==> src/rtl/core/ptl3d_pkg.sv <==
`default_nettype none
package ptl3d_pkg;

  localparam int OUT_W     = 32;
  localparam int QW        = 2 * OUT_W;
  localparam int IN_FIELDS = 9;
  localparam int OUT_BYTES = (OUT_W + 2 + 7) / 8;

  typedef logic [OUT_W-1:0] dist_t;

endpackage
`default_nettype wire

==> src/rtl/core/ptl3d_queue.sv <==
`default_nettype none
module ptl3d_queue #(
  parameter int W = 8
) (
  input  wire logic         clk,
  input  wire logic         rst_n,
  input  wire logic         push,
  input  wire logic [W-1:0] push_data,
  output      logic         full,
  input  wire logic         pop,
  output      logic         head_valid,
  output      logic [W-1:0] head_data
);
  import ptl3d_pkg::*;

  localparam int DEPTH = 4;
  localparam int AW    = $clog2(DEPTH);

  logic [W-1:0]  mem_r [DEPTH];
  logic [AW-1:0] wr_ptr_r;
  logic [AW-1:0] rd_ptr_r;
  logic [AW:0]   count_r;
  logic          do_push;
  logic          do_pop;

  assign full       = (count_r == (AW+1)'(DEPTH));
  assign head_valid = (count_r != '0);
  assign head_data  = mem_r[rd_ptr_r];
  assign do_push    = push && !full;
  assign do_pop     = pop && head_valid;

  always_ff @(posedge clk) begin
    if (!rst_n) begin
      wr_ptr_r <= '0;
      rd_ptr_r <= '0;
      count_r  <= '0;
    end else begin
      if (do_push) begin
        wr_ptr_r <= wr_ptr_r + 1'b1;
      end
      if (do_pop) begin
        rd_ptr_r <= rd_ptr_r + 1'b1;
      end
      if (do_push && !do_pop) begin
        count_r <= count_r + 1'b1;
      end else if (do_pop && !do_push) begin
        count_r <= count_r - 1'b1;
      end
    end
  end

  always_ff @(posedge clk) begin
    if (do_push) begin
      mem_r[wr_ptr_r] <= push_data;
    end
  end

endmodule
`default_nettype wire

==> config.mk <==
export PLATFORM = sky130hd
export DESIGN_NAME = ptl3d_queue
export DESIGN_NICKNAME = d
export VERILOG_FILES = /design/src/rtl/core/ptl3d_pkg.sv /design/src/rtl/core/ptl3d_queue.sv
export SDC_FILE = /design/constraint.sdc
export NUM_CORES = 1
export LEC_CHECK = 0
export BUFFER_PORTS_ARGS = -buffer_cell sky130_fd_sc_hd__buf_2
export CORE_AREA = 5 5 75 60
export CTS_CLUSTER_SIZE = 24
export DETAILED_ROUTE_END_ITERATION = 16
export DIE_AREA = 0 0 80 65
export PLACE_DENSITY = 0.64
export SYNTH_ARGS = -nofsm -noshare
export SYNTH_HDL_FRONTEND = slang
export SYNTH_SLANG_ARGS = --single-unit
==> constraint.sdc <==
create_clock -name clk -period 2.2 [get_ports clk]
set_input_delay 0.11 -clock clk [delete_from_list [all_inputs] [get_ports clk]]
set_output_delay 0.11 -clock clk [all_outputs]
set_load 0.02 [all_outputs]
==> metrics.md <==
| Metric | Value |
|---|---|
| Outcome | finished, final reports clean |
| CP Capture Point | count_r[2] |
| RePlAce Congestion | between 0.7 and 0.8 |
| Drt first pass iters | 4 |
| CTS max path bufs | 2 |
| Post-route ant nets | 0 |
| Pwr Density | approximately 1200 nW/um^2 |
| Worst Max-Slew Pin Slew | roughly 0.57 ns |
| Headroom to the max-slew limit | between 60% and 70% |
| Vias in the first global route | 870 |
| Max Freq | between 400 and 500 MHz |
| Die Wd | ~80 um |
| Worst IR drop on VDD | 0.409 mV |
| Sink Count | slightly above 40 |
| Minimum clock period | 2.03 ns |
| Seq pwr share | ~47% |
| Critical Path RT | approximately 2.4 ns |
| DR DRC count | 0 |
| Die area | approximately 5200 um^2 |
| Combinational share of power | between 20% and 30% |
| Starting Density | approximately 43% |
| Overflow after GRT | 0 |
| RSZ-0062 raised after global routing | no |
| Setup TNS | 0 ns |
| Synth cell types | 23 |
| I/O Buffers | 21 |
| Area after DPL | 1800 um^2 |
| Total CTS buffers | 5 |
| Antenna violations before repair | 0 |
| Worst Skew | ~0.0052 ns |
| Drt wl/cell | 15.4 um |
| Clk_lat worst skew | approximately 0.30 ns |
| MaxCap Viol Count | 0 |
| Hold Slack | 0.0292 ns |
| Post-Syn Nets | between 100 and 150 |
| Yosys top cell by area | edfxtp_1 |
| # hold bufs at CTS | 0 |
| Clock share of power | a little over a quarter |
| Syn Area/Cell | around 18 um^2 |
| Core Box Area | between 3000 and 4000 um^2 |
| TritonCTS clock tree | yes |
| Synth top area cells | edfxtp_1, dfxtp_1, mux4_2 |
| Io pins | 22 |
| Type of the most critical hold path | in -> reg |
| Post-DP HPWL | 1830 um |
| Reg2Reg Depth | 8 |
| Pin count of the biggest net entering global routing | 15 |
| Layout cell share with drive strength beyond 1 | approximately 38% |
| Maximum fanout along the worst path | 6 |
| Worst R2R Start | count_r[2] |
| First DRT Iteration DRCs | 54 |
| Die height | ~65 um |
| Part of the Yosys area used for sequential elements | a little over two thirds |
| First-pass GRT wire length | 4260 um |
| Fin crit share | just over 90% |
| Crit Path Class | reg -> reg |
| Syn-to-layout area delta | 17.5% |
| Synth Register Bits | slightly above 40 |
| Sw Ratio | about 30% |
| Vias | approximately 820 |
| Clk root buf | clkbuf_8 |
| Layout Utilization | 50.7% |
| Lkg Pwr | about 0.69 nW |
| Final nets | 133 |
| Synthesis Warnings | 0 |
| CP startpoint kind | register |
| R2R Setup Slk | ~0.17 ns |
| Ant. Diodes | 0 |
| Detailed Route WL | about 2600 um |
| Fillers | 340 |
| Worst-path clk slew | ~0.080 ns |
| Critical path arrival | 2.26 ns |
| Fin. max-slew vios | 0 |
| Final setup viols | 0 |
| Yosys top cell area share | between 50% and 60% |
| GRT Resource Usage Total | between 10% and 20% |
| Crit path capture type | register |
| Drt via density | around 4.8 |
| Final Hold Fails | 0 |
| Synthesized area | around 1600 um^2 |
| Power Total | ~2.3 mW |
| Mapped Cells | 90 |
| Fin area | around 1900 um^2 |
| Switching power | ~0.7 mW |
| Floorplan row count | 20 |
| Internal power | 1.60 mW |
| Htree depth | 2 |
| Beginning of the critical path | count_r[2] |
| RR Endpoint | count_r[2] |
[power by group through the flow]
| stage | logic, mW | clock network [mW] | registers (mW) |
|---|---|---|---|
| 6_report | 0.604 | 0.601 | 1.07 |
| 2_1_floorplan | 0.497 | 0 | 1.02 |
| 5_1_grt | 0.666 | 0.653 | 1.10 |
| 3_5_place_dp | 0.609 | 0 | 1.09 |
| 4_1_cts | 0.612 | 0.614 | 1.07 |
| 3_3_place_gp | 0.590 | 0 | 1.08 |
[registers in the layout, indices dropped and copies added (netlist names), named ones only]
| name | count |
|---|---|
| wr_ptr_r | 2 |
| count_r | 3 |
| rd_ptr_r | 2 |
| mem_r | 32 |
[per-stage QoR]
step | instances | worst slack, ns
3_3_place_gp | 163 | 0.240
6_report | 171 | 0.166
5_1_grt | 171 | 0.0283
2_1_floorplan | 90 | 0.138
4_1_cts | 171 | 0.101
3_5_place_dp | 163 | 0.107
[how the worst min path moves through the flow]
stage | startpoint | end | cells past startpoint
floorplan | push_data[0] | mem_r[0][0] | 0
detailed placement | push_data[1] | mem_r[3][1] | 1
global placement | push_data[1] | mem_r[0][1] | 1
CTS | push_data[0] | mem_r[2][0] | 1
finish | push_data[4] | mem_r[0][4] | 1
global route | push_data[2] | mem_r[1][2] | 1
[layout by cell type, fill, tap and decap left out, drive strengths merged]
cell and instances:
bufinv 1, buf 22, or3 2, nand2 4, mux4 8, ha 5, xor2 1, o21ai 1
a21boi 1, inv 3, and2 8, o31ai 1, mux2i 3, dfxtp 9, nor2b 2, nor3b 1
clkinv 1, clkinvlp 1, fa 1, clkbuf 5, xnor2 3, o311ai 1, edfxtp 32
[layout make-up]
type / count / area [um^2] / share of cell area [%]
sequential: 41 / 1140 / 59.3
multi-input combinational: 42 / 477 / 24.7
timing repair buffer: 22 / 113 / 5.84
clock buffer: 5 / 68.8 / 3.57
tap: 55 / 68.8 / 3.57
clock inverter: 3 / 46.3 / 2.40
inverter: 3 / 11.3 / 0.584
[kinds of logic after synthesis]
kind of cell,after synthesis,synth area share [%]
DFF,41,69.5
and+or+nand+nor,17,6.33
muxes,11,12.8
buffers and inverters,7,2.13
adders and majority gates,6,5.03
AOI/OAI and AO/OA,4,2.06
xor gates and xnor gates,4,2.13
[cell usage after synthesis]
library cell,number
nor3b_2,1
buf_1,1
o31ai_2,1
or3_1,1
fa_1,1
clkbuf_1,1
ha_1,5
nand2_1,4
dfxtp_1,9
or3_2,1
buf_6,1
xor2_1,1
edfxtp_1,32
o311ai_1,1
o21ai_0,1
mux2i_1,3
mux4_2,8
inv_1,3
nor2b_1,2
buf_2,1
a21boi_1,1
and2_1,8
xnor2_1,3
[critical path: stages, from the launching register on]
cell	delay, ns
dfxtp_1	0.38
nor3b_2	0.18
nor2b_1	0.17
ha_2	0.21
inv_1	0.05
fa_1	0.38
xor2_1	0.16
or3_1	0.30
a21boi_1	0.14
[metal layers]
metal / part of all wire (%) / global-route usage, % / vias to the layer above
li1: - / - / 389
met1: 42 / 13.3 / 415
met2: 52 / 19.0 / 14
met3: 4.8 / 4.44 / 5
met4: 1.1 / 5.70 / 0
met5: 0 / 0 / -
[timing repair]
action	4_1_cts	5_1_grt
resized for setup	0	4
setup buffers	0	0
setup endpoints to repair	0	1
Note: power is estimated with default switching activity, not from simulation.
